[config.mk]
export PLATFORM = sky130hd
export DESIGN_NAME = dpd_ctrl
export DESIGN_NICKNAME = d
export VERILOG_FILES = /design/src/hdl/dpd_pkg.sv /design/src/hdl/dpd_ctrl.sv
export SDC_FILE = /design/constraint.sdc
export NUM_CORES = 1
export LEC_CHECK = 0
export BUFFER_PORTS_ARGS = -buffer_cell sky130_fd_sc_hd__buf_2
export CAP_MARGIN = 20
export CORE_MARGIN = 4
export CORE_UTILIZATION = 45
export CTS_CLUSTER_SIZE = 8
export DETAILED_ROUTE_END_ITERATION = 10
export PLACE_DENSITY = 0.86
export SLEW_MARGIN = 10
export SYNTH_ARGS = -nofsm -noshare
export SYNTH_HDL_FRONTEND = slang
export SYNTH_SLANG_ARGS = --single-unit
[constraint.sdc]
create_clock -name i_clk -period 3.4 [get_ports i_clk]
set_clock_uncertainty 0.2 [all_clocks]
set_input_delay 0 -clock i_clk [delete_from_list [all_inputs] [get_ports i_clk]]
set_output_delay 0 -clock i_clk [all_outputs]
set_load 0.05 [all_outputs]
[src/hdl/dpd_pkg.sv]
package dpd_pkg;

    localparam int CodeW = 12;
    localparam int ChanW = 3;
    localparam int WarmW = 10;
    localparam logic [WarmW-1:0] WARMUP_STEPS = 10'd1000;

    // datapath widths
    localparam int MulW  = 24;
    localparam int ProdW = 2 * MulW;
    localparam int DW    = 22;
    localparam int XW    = 18;
    localparam int X2W   = 19;
    localparam int X3W   = 20;
    localparam int X5W   = 22;
    localparam int Q3W   = 17;
    localparam int Q5W   = 15;

    // q16 voltage constants
    localparam int Q16_SH   = 16;
    localparam int Q16_ONE  = 65536;
    localparam int V_OFFSET = 98304;
    localparam int S_SAT    = 216269;

    // reciprocal multipliers and their shifts
    localparam logic signed [MulW-1:0] K_DIV5   = MulW'(52429);
    localparam logic signed [MulW-1:0] K_DIV6   = MulW'(349526);
    localparam logic signed [MulW-1:0] K_DIV120 = MulW'(2236963);
    localparam logic signed [MulW-1:0] K_DIV33  = MulW'(254201);
    localparam logic signed [MulW-1:0] K_DAMP   = MulW'(6554);
    localparam int SH5   = 18;
    localparam int SH6   = 21;
    localparam int SH120 = 28;
    localparam int SH33  = 23;

    localparam logic [CodeW-1:0] CODE_MAX = 12'hFFF;

    localparam logic [ChanW-1:0] WORD_LAST = 3'd6;

    typedef logic [3:0] t_mul_sel;
    localparam t_mul_sel MUL_IDLE = 4'd0;
    localparam t_mul_sel MUL_POS  = 4'd1;
    localparam t_mul_sel MUL_VEL  = 4'd2;
    localparam t_mul_sel MUL_X0SQ = 4'd3;
    localparam t_mul_sel MUL_DAMP = 4'd4;
    localparam t_mul_sel MUL_X2X0 = 4'd5;
    localparam t_mul_sel MUL_X3X2 = 4'd6;
    localparam t_mul_sel MUL_Q3   = 4'd7;
    localparam t_mul_sel MUL_Q5   = 4'd8;
    localparam t_mul_sel MUL_CONV = 4'd9;

    typedef struct packed {
        t_mul_sel         mul_sel;
        logic             ld_in;
        logic             ld_x0;
        logic             ld_x1;
        logic             ld_x2;
        logic             ld_damp;
        logic             ld_x3;
        logic             ld_x5;
        logic             ld_q3;
        logic             ld_q5;
        logic             ld_s0;
        logic             ld_s1;
        logic             ld_c0;
        logic             ld_c1;
        logic             ld_out;
        logic [ChanW-1:0] word;
    } t_dp_cmd;

    function automatic logic [ChanW-1:0] chan_of(input logic [ChanW-1:0] k);
        logic [ChanW-1:0] c;
        case (k)
            3'd0:    c = 3'd0;
            3'd1:    c = 3'd1;
            3'd2:    c = 3'd2;
            3'd3:    c = 3'd3;
            3'd4:    c = 3'd5;
            3'd5:    c = 3'd6;
            default: c = 3'd7;
        endcase
        return c;
    endfunction

    // q16 product scaling, truncated toward zero
    function automatic logic signed [ProdW-1:0] q16_trunc(input logic signed [ProdW-1:0] p);
        logic signed [ProdW-1:0] bias;
        bias = p[ProdW-1] ? ProdW'(Q16_ONE - 1) : '0;
        return (p + bias) >>> Q16_SH;
    endfunction

endpackage

[src/hdl/dpd_ctrl.sv]
module dpd_ctrl (
    input  logic              i_clk,
    input  logic              i_rst_n,
    input  logic              i_in_valid,
    output logic              o_in_ready,
    output logic              o_out_valid,
    input  logic              i_out_ready,
    output dpd_pkg::t_dp_cmd  o_cmd
);
    import dpd_pkg::*;

    localparam logic [3:0] S_IDLE = 4'd0;
    localparam logic [3:0] S_X0A  = 4'd1;
    localparam logic [3:0] S_X0B  = 4'd2;
    localparam logic [3:0] S_X1   = 4'd3;
    localparam logic [3:0] S_X2   = 4'd4;
    localparam logic [3:0] S_DMP  = 4'd5;
    localparam logic [3:0] S_X3   = 4'd6;
    localparam logic [3:0] S_X5A  = 4'd7;
    localparam logic [3:0] S_X5B  = 4'd8;
    localparam logic [3:0] S_Q3   = 4'd9;
    localparam logic [3:0] S_Q5   = 4'd10;
    localparam logic [3:0] S_S1   = 4'd11;
    localparam logic [3:0] S_C1A  = 4'd12;
    localparam logic [3:0] S_C1B  = 4'd13;
    localparam logic [3:0] S_DONE = 4'd14;

    logic [3:0]       r_state, n_state;
    logic             r_busy, n_busy;
    logic [ChanW-1:0] r_word, n_word;
    logic             out_xfer;
    logic             out_free;

    assign out_xfer    = r_busy && i_out_ready;
    assign out_free    = !r_busy || (out_xfer && (r_word == WORD_LAST));
    assign o_in_ready  = (r_state == S_IDLE);
    assign o_out_valid = r_busy;

    always_comb begin
        n_state = r_state;
        o_cmd = '0;
        o_cmd.mul_sel = MUL_IDLE;
        o_cmd.word = r_word;
        unique case (r_state)
            S_IDLE: begin
                if (i_in_valid) begin
                    o_cmd.ld_in = 1'b1;
                    n_state = S_X0A;
                end
            end
            S_X0A: begin
                o_cmd.mul_sel = MUL_POS;
                n_state = S_X0B;
            end
            S_X0B: begin
                o_cmd.ld_x0 = 1'b1;
                o_cmd.mul_sel = MUL_VEL;
                n_state = S_X1;
            end
            S_X1: begin
                o_cmd.ld_x1 = 1'b1;
                o_cmd.mul_sel = MUL_X0SQ;
                n_state = S_X2;
            end
            S_X2: begin
                o_cmd.ld_x2 = 1'b1;
                o_cmd.ld_s0 = 1'b1;
                o_cmd.mul_sel = MUL_DAMP;
                n_state = S_DMP;
            end
            S_DMP: begin
                o_cmd.ld_damp = 1'b1;
                o_cmd.mul_sel = MUL_X2X0;
                n_state = S_X3;
            end
            S_X3: begin
                o_cmd.ld_x3 = 1'b1;
                o_cmd.mul_sel = MUL_CONV;
                n_state = S_X5A;
            end
            S_X5A: begin
                o_cmd.ld_c0 = 1'b1;
                o_cmd.mul_sel = MUL_X3X2;
                n_state = S_X5B;
            end
            S_X5B: begin
                o_cmd.ld_x5 = 1'b1;
                o_cmd.mul_sel = MUL_Q3;
                n_state = S_Q3;
            end
            S_Q3: begin
                o_cmd.ld_q3 = 1'b1;
                o_cmd.mul_sel = MUL_Q5;
                n_state = S_Q5;
            end
            S_Q5: begin
                o_cmd.ld_q5 = 1'b1;
                n_state = S_S1;
            end
            S_S1: begin
                o_cmd.ld_s1 = 1'b1;
                n_state = S_C1A;
            end
            S_C1A: begin
                o_cmd.mul_sel = MUL_CONV;
                n_state = S_C1B;
            end
            S_C1B: begin
                o_cmd.ld_c1 = 1'b1;
                n_state = S_DONE;
            end
            S_DONE: begin
                if (out_free) begin
                    o_cmd.ld_out = 1'b1;
                    n_state = S_IDLE;
                end
            end
            default: n_state = S_IDLE;
        endcase
    end

    always_comb begin
        n_busy = r_busy;
        n_word = r_word;
        if (out_xfer) begin
            if (r_word == WORD_LAST) begin
                n_busy = 1'b0;
                n_word = '0;
            end else begin
                n_word = r_word + 3'd1;
            end
        end
        if (o_cmd.ld_out) begin
            n_busy = 1'b1;
            n_word = '0;
        end
    end

    always_ff @(posedge i_clk) begin
        if (!i_rst_n) begin
            r_state <= S_IDLE;
            r_busy  <= 1'b0;
            r_word  <= '0;
        end else begin
            r_state <= n_state;
            r_busy  <= n_busy;
            r_word  <= n_word;
        end
    end

endmodule

==> flow_summary.json <==
{
  "status": "complete, no violations",
  "synthArstFlopShare_pct": 0,
  "maxCapViolCount": 0,
  "finalSetupViolations": 0,
  "critPathCaptureType": "flip-flop",
  "worst_pin_slew_ps": 560.6,
  "slew-limit-headroom_pct": 62.58,
  "synth_edf_count": 0,
  "grt_pass1_vias": 521,
  "rsz0062_at_grt": "no",
  "worst_path_max_delay_cell": "dfxtp_1",
  "setup_ws_ps": 674.0,
  "avgSynthCellArea_um2": 7.995,
  "vias": 646,
  "critPathBufInv": 2,
  "dr.pass1.iters": 4,
  "ys_ff_latch": 8,
  "fp.dieH_um": 44.99,
  "drtIter0Drc": 6,
  "cts.repair.resized": 0,
  "coreArea_um2": 1301,
  "worstPathCellList": "nand4b_1, o221ai_2, dlygate4sd3_1, nor2_1, dlygate4sd3_1",
  "clk_pin_slew_ps": 50,
  "layout_common_cells": "26 x buf_2, 9 x nor2_1, 8 x nand2_1, 8 x dfxtp_1",
  "dieWidth_um": 44.99,
  "ant_nets": 0,
  "antenna_found_initial": 0,
  "synthToLayoutAreaGrowth_pct": 27.44,
  "grtUsageTotal_pct": 15.97,
  "p_leak_nw": 0.3712,
  "syn-num-nets": 81,
  "io_pins": 27,
  "critPathLaunchType": "flip-flop",
  "period_needed_ps": 2726,
  "overflow": 0,
  "final.setup.tns_ps": 0,
  "clkSinkCount": 8,
  "worstPathArrival_ps": 2660,
  "critPathMaxFanout": 17,
  "wire_per_inst_um": 12.04,
  "ys_warn_count": 0,
  "cp_top_family": "buffers and inverters",
  "die_area_um2": 2024,
  "nets": 111,
  "cp_common_cell": "dlygate4sd3_1",
  "syn_area_um2": 615.6,
  "root_buffer": "clkbuf_4",
  "postSynthCellCount": 77,
  "grt_pass1_wl_um": 2380,
  "dp_hpwl_um": 1036,
  "ys_seq_area_share_pct": 26.02,
  "timing.fmax_mhz": 366.8,
  "vdd_ir_drop_max_v": 0.0003159,
  "synth_ff_type": "dfxtp_1",
  "io_buffers": 26,
  "hold_buffers": 5,
  "place.gp.congestion": 0.7827,
  "start_util_pct": 47.31,
  "postCtsSetupBuffers": 0,
  "via_per_inst": 5.383,
  "cts_buffer_depth": 2,
  "grt_start_max_net_pins": 18,
  "postLayoutCoreUtil_pct": 60.29,
  "post-route-period-util_pct": 80.18,
  "core.rowCount": 13,
  "dp_slack_ps": 1737,
  "hold_violations": 0,
  "crit_type": "reg -> reg",
  "tritoncts": "done",
  "cts_buffers": 3,
  "drc": 0,
  "worst_ep_required_time_ps": 3330,
  "power_density_nw_per_um2": 424.4,
  "final_common_cell": "buf_2",
  "drive_above_1_share_pct": 33.33,
  "clk_latency_ps": 250,
  "synth_cell_type_count": 34,
  "slowest_delay_ps": 670,
  "htree_levels": 1,
  "wirelength_um": 1445,
  "hold_class": "reg -> reg",
  "report.final.slew_viol_count": 0,
  "diodes": 0,
  "holdWs_ps": 376.8
}
[metal layers]
| metal | vias up | share of wire [%] | wire length (um) | GRT usage [%] |
|---|---|---|---|---|
| met5 | - | 0 | 0 | 0 |
| met4 | 0 | 1.9 | 27 | 8.772 |
| met3 | 4 | 10 | 146 | 3.586 |
| met2 | 30 | 43 | 620 | 24.01 |
| met1 | 280 | 45 | 650 | 20.91 |
| li1 | 332 | - | - | - |
[power by group]
| part | switching, W | internal [W] | total (W) |
|---|---|---|---|
| Combinational | 0.0000977 | 0.0000438 | 0.000141 |
| Sequential | 0.0000215 | 0.0000994 | 0.000121 |
| Clock | 0.0000303 | 0.0000403 | 0.0000706 |
[per-stage QoR]
| step | power [W] | cell area (um2) | std cells |
|---|---|---|---|
| finish | 0.0003329 | 784.5 | 120 |
| global route | 0.0003555 | 784.5 | 120 |
| CTS | 0.0003343 | 784.5 | 120 |
| detailed placement | 0.0002601 | 711.9 | 112 |
| global placement | 0.0002571 | 711.9 | 112 |
| floorplan | 0.0002414 | 615.6 | 77 |
[registers in the layout, indices dropped and copies added, names as in the netlist]
name,flops
r_word,3
o_out_valid,1
r_state,4
[layout make-up]
| cell class | count | area, um2 |
|---|---|---|
| clock buffer | 3 | 22.52 |
| sequential | 8 | 160.2 |
| multi-input combinational | 62 | 399.1 |
| tap | 15 | 18.77 |
| inverter | 1 | 3.754 |
| timing repair buffer | 31 | 180.2 |
| fill | 129 | 516.7 |
[cell usage after synthesis (2+ instances only)]
| library cell | n | area, um2 |
|---|---|---|
| nor4_1 | 2 | 12.51 |
| xor2_1 | 3 | 26.28 |
| nand3_1 | 2 | 10.01 |
| nor3_1 | 4 | 20.02 |
| nand3b_1 | 2 | 15.01 |
| dfxtp_1 | 8 | 160.2 |
| buf_6 | 2 | 22.52 |
| nand2_1 | 8 | 30.03 |
| nand2b_1 | 5 | 31.28 |
| buf_4 | 4 | 30.03 |
| and2_1 | 2 | 12.51 |
| nor2b_1 | 2 | 12.51 |
| a21oi_1 | 2 | 10.01 |
| o21ai_0 | 3 | 15.01 |
| nor2_1 | 9 | 33.78 |
[logic make-up (layout without fill, tap and decap cells)]
| kind of cell | count (synthesis) | after routing | synth area share, % |
|---|---|---|---|
| simple gates | 46 | 46 | 44.92 |
| compound gates | 13 | 13 | 15.65 |
| flops | 8 | 8 | 26.02 |
| buf+inv | 7 | 35 | 9.146 |
| xor+xnor | 3 | 3 | 4.269 |
[worst register-to-register path: cells and delay by family (launching register included)]
family,cells,cell delay [ps]
buffers and inverters,2,1150
AO/OA/AOI/OAI,1,260
flip-flops,1,670
AND/OR/NAND/NOR,2,340
[path summary, 6_finish.rpt]
| path | cells past startpoint | slack (ps) | start | endpoint |
|---|---|---|---|---|
| worst min-delay path | 2 | 380 | r_word[0] | r_word[0] |
| worst max register to register | 5 | 670 | r_state[3] | r_word[2] |
| worst max-delay path | 5 | 670 | r_state[3] | r_word[2] |
| worst min register to register | 2 | 380 | r_word[0] | r_word[0] |
Note: power is estimated with default switching activity, not from simulation.
