===== src/hdl/dpd_pkg.sv =====
package dpd_pkg;

    localparam int CodeW = 12;
    localparam int ChanW = 3;
    localparam int WarmW = 10;
    localparam logic [WarmW-1:0] WARMUP_STEPS = 10'd1000;

    // datapath widths
    localparam int MulW  = 24;
    localparam int ProdW = 2 * MulW;
    localparam int DW    = 22;
    localparam int XW    = 18;
    localparam int X2W   = 19;
    localparam int X3W   = 20;
    localparam int X5W   = 22;
    localparam int Q3W   = 17;
    localparam int Q5W   = 15;

    // q16 voltage constants
    localparam int Q16_SH   = 16;
    localparam int Q16_ONE  = 65536;
    localparam int V_OFFSET = 98304;
    localparam int S_SAT    = 216269;

    // reciprocal multipliers and their shifts
    localparam logic signed [MulW-1:0] K_DIV5   = MulW'(52429);
    localparam logic signed [MulW-1:0] K_DIV6   = MulW'(349526);
    localparam logic signed [MulW-1:0] K_DIV120 = MulW'(2236963);
    localparam logic signed [MulW-1:0] K_DIV33  = MulW'(254201);
    localparam logic signed [MulW-1:0] K_DAMP   = MulW'(6554);
    localparam int SH5   = 18;
    localparam int SH6   = 21;
    localparam int SH120 = 28;
    localparam int SH33  = 23;

    localparam logic [CodeW-1:0] CODE_MAX = 12'hFFF;

    localparam logic [ChanW-1:0] WORD_LAST = 3'd6;

    typedef logic [3:0] t_mul_sel;
    localparam t_mul_sel MUL_IDLE = 4'd0;
    localparam t_mul_sel MUL_POS  = 4'd1;
    localparam t_mul_sel MUL_VEL  = 4'd2;
    localparam t_mul_sel MUL_X0SQ = 4'd3;
    localparam t_mul_sel MUL_DAMP = 4'd4;
    localparam t_mul_sel MUL_X2X0 = 4'd5;
    localparam t_mul_sel MUL_X3X2 = 4'd6;
    localparam t_mul_sel MUL_Q3   = 4'd7;
    localparam t_mul_sel MUL_Q5   = 4'd8;
    localparam t_mul_sel MUL_CONV = 4'd9;

    typedef struct packed {
        t_mul_sel         mul_sel;
        logic             ld_in;
        logic             ld_x0;
        logic             ld_x1;
        logic             ld_x2;
        logic             ld_damp;
        logic             ld_x3;
        logic             ld_x5;
        logic             ld_q3;
        logic             ld_q5;
        logic             ld_s0;
        logic             ld_s1;
        logic             ld_c0;
        logic             ld_c1;
        logic             ld_out;
        logic [ChanW-1:0] word;
    } t_dp_cmd;

    function automatic logic [ChanW-1:0] chan_of(input logic [ChanW-1:0] k);
        logic [ChanW-1:0] c;
        case (k)
            3'd0:    c = 3'd0;
            3'd1:    c = 3'd1;
            3'd2:    c = 3'd2;
            3'd3:    c = 3'd3;
            3'd4:    c = 3'd5;
            3'd5:    c = 3'd6;
            default: c = 3'd7;
        endcase
        return c;
    endfunction

    // q16 product scaling, truncated toward zero
    function automatic logic signed [ProdW-1:0] q16_trunc(input logic signed [ProdW-1:0] p);
        logic signed [ProdW-1:0] bias;
        bias = p[ProdW-1] ? ProdW'(Q16_ONE - 1) : '0;
        return (p + bias) >>> Q16_SH;
    endfunction

endpackage


===== src/hdl/dpd_datapath.sv =====
module dpd_datapath (
    input  logic                        i_clk,
    input  logic                        i_rst_n,
    input  dpd_pkg::t_dp_cmd            i_cmd,
    input  logic [dpd_pkg::CodeW-1:0]   i_position_code,
    input  logic [dpd_pkg::CodeW-1:0]   i_velocity_code,
    input  logic [dpd_pkg::CodeW-1:0]   i_forcing_code,
    output logic [dpd_pkg::ChanW-1:0]   o_dac_channel,
    output logic [dpd_pkg::CodeW-1:0]   o_dac_code,
    output logic                        o_last_word
);
    import dpd_pkg::*;

    logic [WarmW-1:0]        r_warmup_count;
    logic                    r_warm;
    logic [CodeW-1:0]        r_pos, r_vel, r_ff;
    logic signed [ProdW-1:0] r_prod;
    logic signed [XW-1:0]    r_x0, r_x1, r_damp;
    logic signed [X2W-1:0]   r_x2;
    logic signed [X3W-1:0]   r_x3;
    logic signed [X5W-1:0]   r_x5;
    logic signed [Q3W-1:0]   r_q3;
    logic signed [Q5W-1:0]   r_q5;
    logic signed [DW-1:0]    r_s;
    logic [CodeW-1:0]        r_c0, r_c1;
    logic [CodeW-1:0]        r_o_c0, r_o_c1, r_o_ff;

    logic signed [MulW-1:0]  mul_a, mul_b;
    logic signed [ProdW-1:0] mul_p;
    logic signed [ProdW-1:0] prod_q16;
    logic signed [MulW-1:0]  x3_abs, x5_abs, conv_m;
    logic [CodeW-1:0]        code_sel;
    logic signed [DW-1:0]    x_conv;
    logic signed [DW-1:0]    d0, d1;
    logic signed [Q3W-1:0]   q3_mag;
    logic signed [Q5W-1:0]   q5_mag;
    logic [CodeW-1:0]        c_conv;

    assign x3_abs = r_x3[X3W-1] ? -MulW'(r_x3) : MulW'(r_x3);
    assign x5_abs = r_x5[X5W-1] ? -MulW'(r_x5) : MulW'(r_x5);
    // 5*s/8, first half of the scaling by 5/264
    assign conv_m = ((MulW'(r_s) <<< 2) + MulW'(r_s)) >>> 3;

    always_comb begin
        unique case (i_cmd.mul_sel)
            MUL_POS: begin
                mul_a = MulW'({r_pos, 2'b00});
                mul_b = K_DIV5;
            end
            MUL_VEL: begin
                mul_a = MulW'({r_vel, 2'b00});
                mul_b = K_DIV5;
            end
            MUL_X0SQ: begin
                mul_a = MulW'(r_x0);
                mul_b = MulW'(r_x0);
            end
            MUL_DAMP: begin
                mul_a = K_DAMP;
                mul_b = MulW'(r_x1);
            end
            MUL_X2X0: begin
                mul_a = MulW'(r_x2);
                mul_b = MulW'(r_x0);
            end
            MUL_X3X2: begin
                mul_a = MulW'(r_x3);
                mul_b = MulW'(r_x2);
            end
            MUL_Q3: begin
                mul_a = x3_abs;
                mul_b = K_DIV6;
            end
            MUL_Q5: begin
                mul_a = x5_abs;
                mul_b = K_DIV120;
            end
            MUL_CONV: begin
                mul_a = conv_m;
                mul_b = K_DIV33;
            end
            default: begin
                mul_a = '0;
                mul_b = '0;
            end
        endcase
    end

    assign mul_p    = ProdW'(mul_a) * ProdW'(mul_b);
    assign prod_q16 = q16_trunc(r_prod);

    // code to voltage: 52*code + floor(4*code/5) - 1.5
    assign code_sel = i_cmd.ld_x0 ? r_pos : r_vel;
    assign x_conv   = DW'({code_sel, 5'b00000}) + DW'({code_sel, 4'b0000})
                    + DW'({code_sel, 2'b00}) + DW'(r_prod[SH5 +: CodeW])
                    - DW'(V_OFFSET);

    assign q3_mag = {1'b0, r_prod[SH6 +: Q3W-1]};
    assign q5_mag = {1'b0, r_prod[SH120 +: Q5W-1]};

    assign d0 = r_warm ? (DW'(Q16_ONE) - DW'(r_x0)) : DW'(r_x1);
    assign d1 = r_warm ? -DW'(r_x1)
                       : (-DW'(r_x0) + DW'(r_q3) - DW'(r_q5) - DW'(r_damp));

    always_comb begin
        if (r_s[DW-1] || (r_s == '0)) begin
            c_conv = '0;
        end else if (r_s >= DW'(S_SAT)) begin
            c_conv = CODE_MAX;
        end else begin
            c_conv = r_prod[SH33 +: CodeW];
        end
    end

    always_ff @(posedge i_clk) begin
        if (!i_rst_n) begin
            r_warmup_count <= '0;
        end else if (i_cmd.ld_in && (r_warmup_count < WARMUP_STEPS)) begin
            r_warmup_count <= r_warmup_count + 10'd1;
        end
    end

    always_ff @(posedge i_clk) begin
        r_prod <= mul_p;
        if (i_cmd.ld_in) begin
            r_pos  <= i_position_code;
            r_vel  <= i_velocity_code;
            r_ff   <= i_forcing_code;
            r_warm <= (r_warmup_count < WARMUP_STEPS);
        end
        if (i_cmd.ld_x0) begin
            r_x0 <= XW'(x_conv);
        end
        if (i_cmd.ld_x1) begin
            r_x1 <= XW'(x_conv);
        end
        if (i_cmd.ld_x2) begin
            r_x2 <= X2W'(prod_q16);
        end
        if (i_cmd.ld_damp) begin
            r_damp <= XW'(prod_q16);
        end
        if (i_cmd.ld_x3) begin
            r_x3 <= X3W'(prod_q16);
        end
        if (i_cmd.ld_x5) begin
            r_x5 <= X5W'(prod_q16);
        end
        if (i_cmd.ld_q3) begin
            r_q3 <= r_x3[X3W-1] ? -q3_mag : q3_mag;
        end
        if (i_cmd.ld_q5) begin
            r_q5 <= r_x5[X5W-1] ? -q5_mag : q5_mag;
        end
        if (i_cmd.ld_s0) begin
            r_s <= d0 + DW'(V_OFFSET);
        end else if (i_cmd.ld_s1) begin
            r_s <= d1 + DW'(V_OFFSET);
        end
        if (i_cmd.ld_c0) begin
            r_c0 <= c_conv;
        end
        if (i_cmd.ld_c1) begin
            r_c1 <= c_conv;
        end
        if (i_cmd.ld_out) begin
            r_o_c0 <= r_c0;
            r_o_c1 <= r_c1;
            r_o_ff <= r_ff;
        end
    end

    always_comb begin
        case (i_cmd.word)
            3'd0:    o_dac_code = r_o_c0;
            3'd1:    o_dac_code = r_o_c1;
            default: o_dac_code = r_o_ff;
        endcase
    end

    assign o_dac_channel = chan_of(i_cmd.word);
    assign o_last_word   = (i_cmd.word == WORD_LAST);

endmodule


===== config.mk =====
export PLATFORM = sky130hd
export DESIGN_NAME = dpd_datapath
export DESIGN_NICKNAME = d
export VERILOG_FILES = /design/src/hdl/dpd_pkg.sv /design/src/hdl/dpd_datapath.sv
export SDC_FILE = /design/constraint.sdc
export NUM_CORES = 2
export LEC_CHECK = 0
export BUFFER_PORTS_ARGS = -buffer_cell sky130_fd_sc_hd__buf_2
export CORE_MARGIN = 3
export CORE_UTILIZATION = 60
export DETAILED_ROUTE_END_ITERATION = 10
export GPL_ROUTABILITY_DRIVEN = 0
export PLACE_DENSITY = 0.81
export REMOVE_ABC_BUFFERS = 1
export SYNTH_ARGS = -nofsm -noshare
export SYNTH_HDL_FRONTEND = slang
export SYNTH_SLANG_ARGS = --single-unit
export TNS_END_PERCENT = 5

===== constraint.sdc =====
create_clock -name i_clk -period 10.9 [get_ports i_clk]
set_input_delay 2.18 -clock i_clk [delete_from_list [all_inputs] [get_ports i_clk]]
set_output_delay 2.18 -clock i_clk [all_outputs]
set_load 0.005 [all_outputs]

==> metrics.csv <==
metric;value;unit
critical_path_class;in2reg;
htree_num_levels;2;
grt_use_total;35.2;%
die_area;0.0691;sq mm
overflow;0;
seq_area_frac_synth;22.9;%
rsz0062_at_grt;false;
ys_types;90;
grt_pass1_vias;32400;
syn-cell-area;0.0396;sq mm
startpoint_type;primary input;
layout_common_cells;inv_1 (808), fa_1 (661), nand2_1 (485);
fmax;95.0;MHz
drt-total-wl;120000;um
clk_latency;0.55;ns
r2r_setup_slack;1.10;ns
yosys_most_used_dff;edfxtp_1;
wl_per_cell;24.0;um
die_y;263;um
drv_slew;0;
worst_slew_pin_slew;1.38;ns
crit_path_end_kind;flop;
worst_path_max_delay_cell;a2111o_1;
multi_input_area;0.0270;sq mm
drive_gt1_share;8.43;%
synth-edff-count;266;
io_pins;75;
clockRootBuffer;clkbuf_16;
slew_headroom;7.42;%
die_x;263;um
finalCritPeriodShare;96.6;%
maxCapViolCount;0;
cts_num_sinks;319;
yosys_register_bits;319;
netlist_instances;4011;
worst_path_most_repeated_cell;fa_1;
postCtsSetupBuffers;0;
seqCellArea;0.00905;sq mm
min_period;10.53;ns
io_buffers;74;
final_common_cell;inv_1;
cts_tree;done;
fin_util;66.1;%
dp_hpwl;96000;um
ant_nets;0;
dp.cells;4934;
antenna_found_initial;2;
drc;2;
clkTransAtPathRegs;0.07;ns
yosys_warnings;0;
start_util;61.1;%
arrival;10.97;ns
drtPass1Iterations;11;
hold_viol_final;0;
min_path_type;reg2reg;
fin_nets;5062;
grt_pass1_wl;187000;um
numCtsBuffers;35;
finalSetupViolCount;0;
core;0.0648;sq mm
worstPathRequired;11.34;ns
violations;DRC;
avgSynthCellArea;9.87;sq um
status;finished with violations;
rows;93;
area_growth_syn_to_layout;8.27;%
finalClockSkew;0.0307;ns
max_stage_delay;0.56;ns
cp_max_fo;16;
async_reset_ff_share;0;%
viasPerCell;6.25;
num_vias;31200;
drtIter0Drc;4215;
cts_max_path_buffers;3;
n_fill_cell;4830;
grt_max_degree;39;
layoutNonFillerInstCount;4998;
## layout make-up
cell class                 count  share of cell area (%)
inverter                     810                    7.09
timing repair buffer         220                    3.51
tap                          855                    2.50
sequential                   319                    21.1
multi-input combinational   2730                    63.1
clock buffer                  41                    2.12
clock inverter                20                   0.572
antenna                        3                  0.0175
## cell families after synthesis
group	count (synthesis)	synth area share, %
and+or+nand+nor	1051	12.4
buffers and inverters	962	9.16
DFF	319	22.9
adders and majority gates	888	40.6
xor gates and xnor gates	188	4.16
AOI/OAI and AO/OA	560	9.58
muxes	43	1.20
## flip-flops by register name (all words and copies together) (netlist names), 10 cells and up
| name | count |
|---|---|
| r_o_c1 | 12 |
| r_pos | 12 |
| r_ff | 12 |
| r_x0 | 18 |
| r_damp | 18 |
| r_prod | 43 |
| r_o_c0 | 12 |
| r_vel | 12 |
| r_c0 | 12 |
| r_x3 | 20 |
| r_x1 | 18 |
| r_c1 | 12 |
| r_warmup_count | 10 |
| r_o_ff | 12 |
| r_x2 | 19 |
| r_s | 22 |
| r_x5 | 22 |
| r_q5 | 15 |
| r_q3 | 17 |
## critical path: cells and delay by family
| kind | cells | cell delay (ns) |
|---|---|---|
| adder cells (fa/ha/maj) | 8 | 3.46 |
| buffers and inverters | 7 | 1.07 |
| AND/OR/NAND/NOR | 5 | 0.92 |
| AO/OA/AOI/OAI | 11 | 3.17 |
| XOR/XNOR | 1 | 0.15 |
## metrics by stage
stage | setup WS [ns] | hold slack (ns) | area (sq um) | setup TNS, ns
global placement | 0.247 | 0.401 | 41700 | 0
floorplan | -0.148 | 0.400 | 39000 | -0.517
global route | 0.0846 | 0.420 | 42900 | 0
finish | 0.374 | 0.416 | 42900 | 0
detailed placement | -0.0221 | 0.405 | 41700 | -0.0221
CTS | 0.534 | 0.418 | 42800 | 0
## metal layers
metal,share of wire [%],vias to the layer above,track usage (%)
li1,-,13100,-
met1,35,15200,46.1
met2,43,2374,51.3
met3,15,601,12.6
met4,7.1,2,18.9
met5,0.011,-,0
## worst paths after layout
path	from	endpoint	cells past startpoint
setup / recovery	i_cmd[18]	r_prod[47]$_DFF_P_	32
hold / removal	r_ff[5]$_DFFE_PP_	r_o_ff[5]$_DFFE_PP_	0
setup reg to reg	r_x5[2]$_DFFE_PP_	r_prod[47]$_DFF_P_	29
hold reg to reg	r_ff[5]$_DFFE_PP_	r_o_ff[5]$_DFFE_PP_	0
## repair_timing
action                                  CTS  global route
resized for setup                         0             2
hold buffers                              0             0
endpoints found under the setup margin    0             1
## cell usage after synthesis, types with 7 or more instances
| master | instances | area (sq um) |
|---|---|---|
| a211o_1 | 9 | 78.8 |
| a211oi_1 | 16 | 120 |
| a21o_1 | 41 | 308 |
| a21oi_1 | 112 | 561 |
| a221o_1 | 7 | 70.1 |
| a221oi_1 | 13 | 114 |
| a22o_1 | 8 | 70.1 |
| a22oi_1 | 31 | 233 |
| a31oi_1 | 29 | 181 |
| and2_1 | 119 | 744 |
| and3_1 | 15 | 93.8 |
| buf_1 | 14 | 52.6 |
| clkbuf_1 | 132 | 495 |
| dfxtp_1 | 53 | 1060 |
| edfxtp_1 | 266 | 7990 |
| fa_1 | 661 | 13200 |
| ha_1 | 226 | 2830 |
| inv_1 | 808 | 3030 |
| mux2_2 | 14 | 158 |
| mux2i_1 | 27 | 270 |
| nand2_1 | 485 | 1820 |
| nand2b_1 | 35 | 219 |
| nand3_1 | 42 | 210 |
| nand4_1 | 24 | 150 |
| nor2_1 | 176 | 661 |
| nor2b_1 | 23 | 144 |
| nor3_1 | 40 | 200 |
| nor4_1 | 20 | 125 |
| o211ai_1 | 15 | 113 |
| o21a_1 | 33 | 248 |
| o21ai_0 | 101 | 505 |
| o21ai_1 | 22 | 110 |
| o21bai_1 | 10 | 75.1 |
| o221ai_1 | 14 | 123 |
| o22ai_1 | 11 | 68.8 |
| o31ai_1 | 16 | 120 |
| o41ai_1 | 7 | 61.3 |
| or2_2 | 9 | 56.3 |
| or3_1 | 27 | 169 |
| or4_1 | 8 | 60.1 |
| xnor2_1 | 126 | 1100 |
| xor2_1 | 62 | 543 |
Power is not shown: default switching activity piles up to over one toggle a cycle in this logic, so the estimate is an artifact.
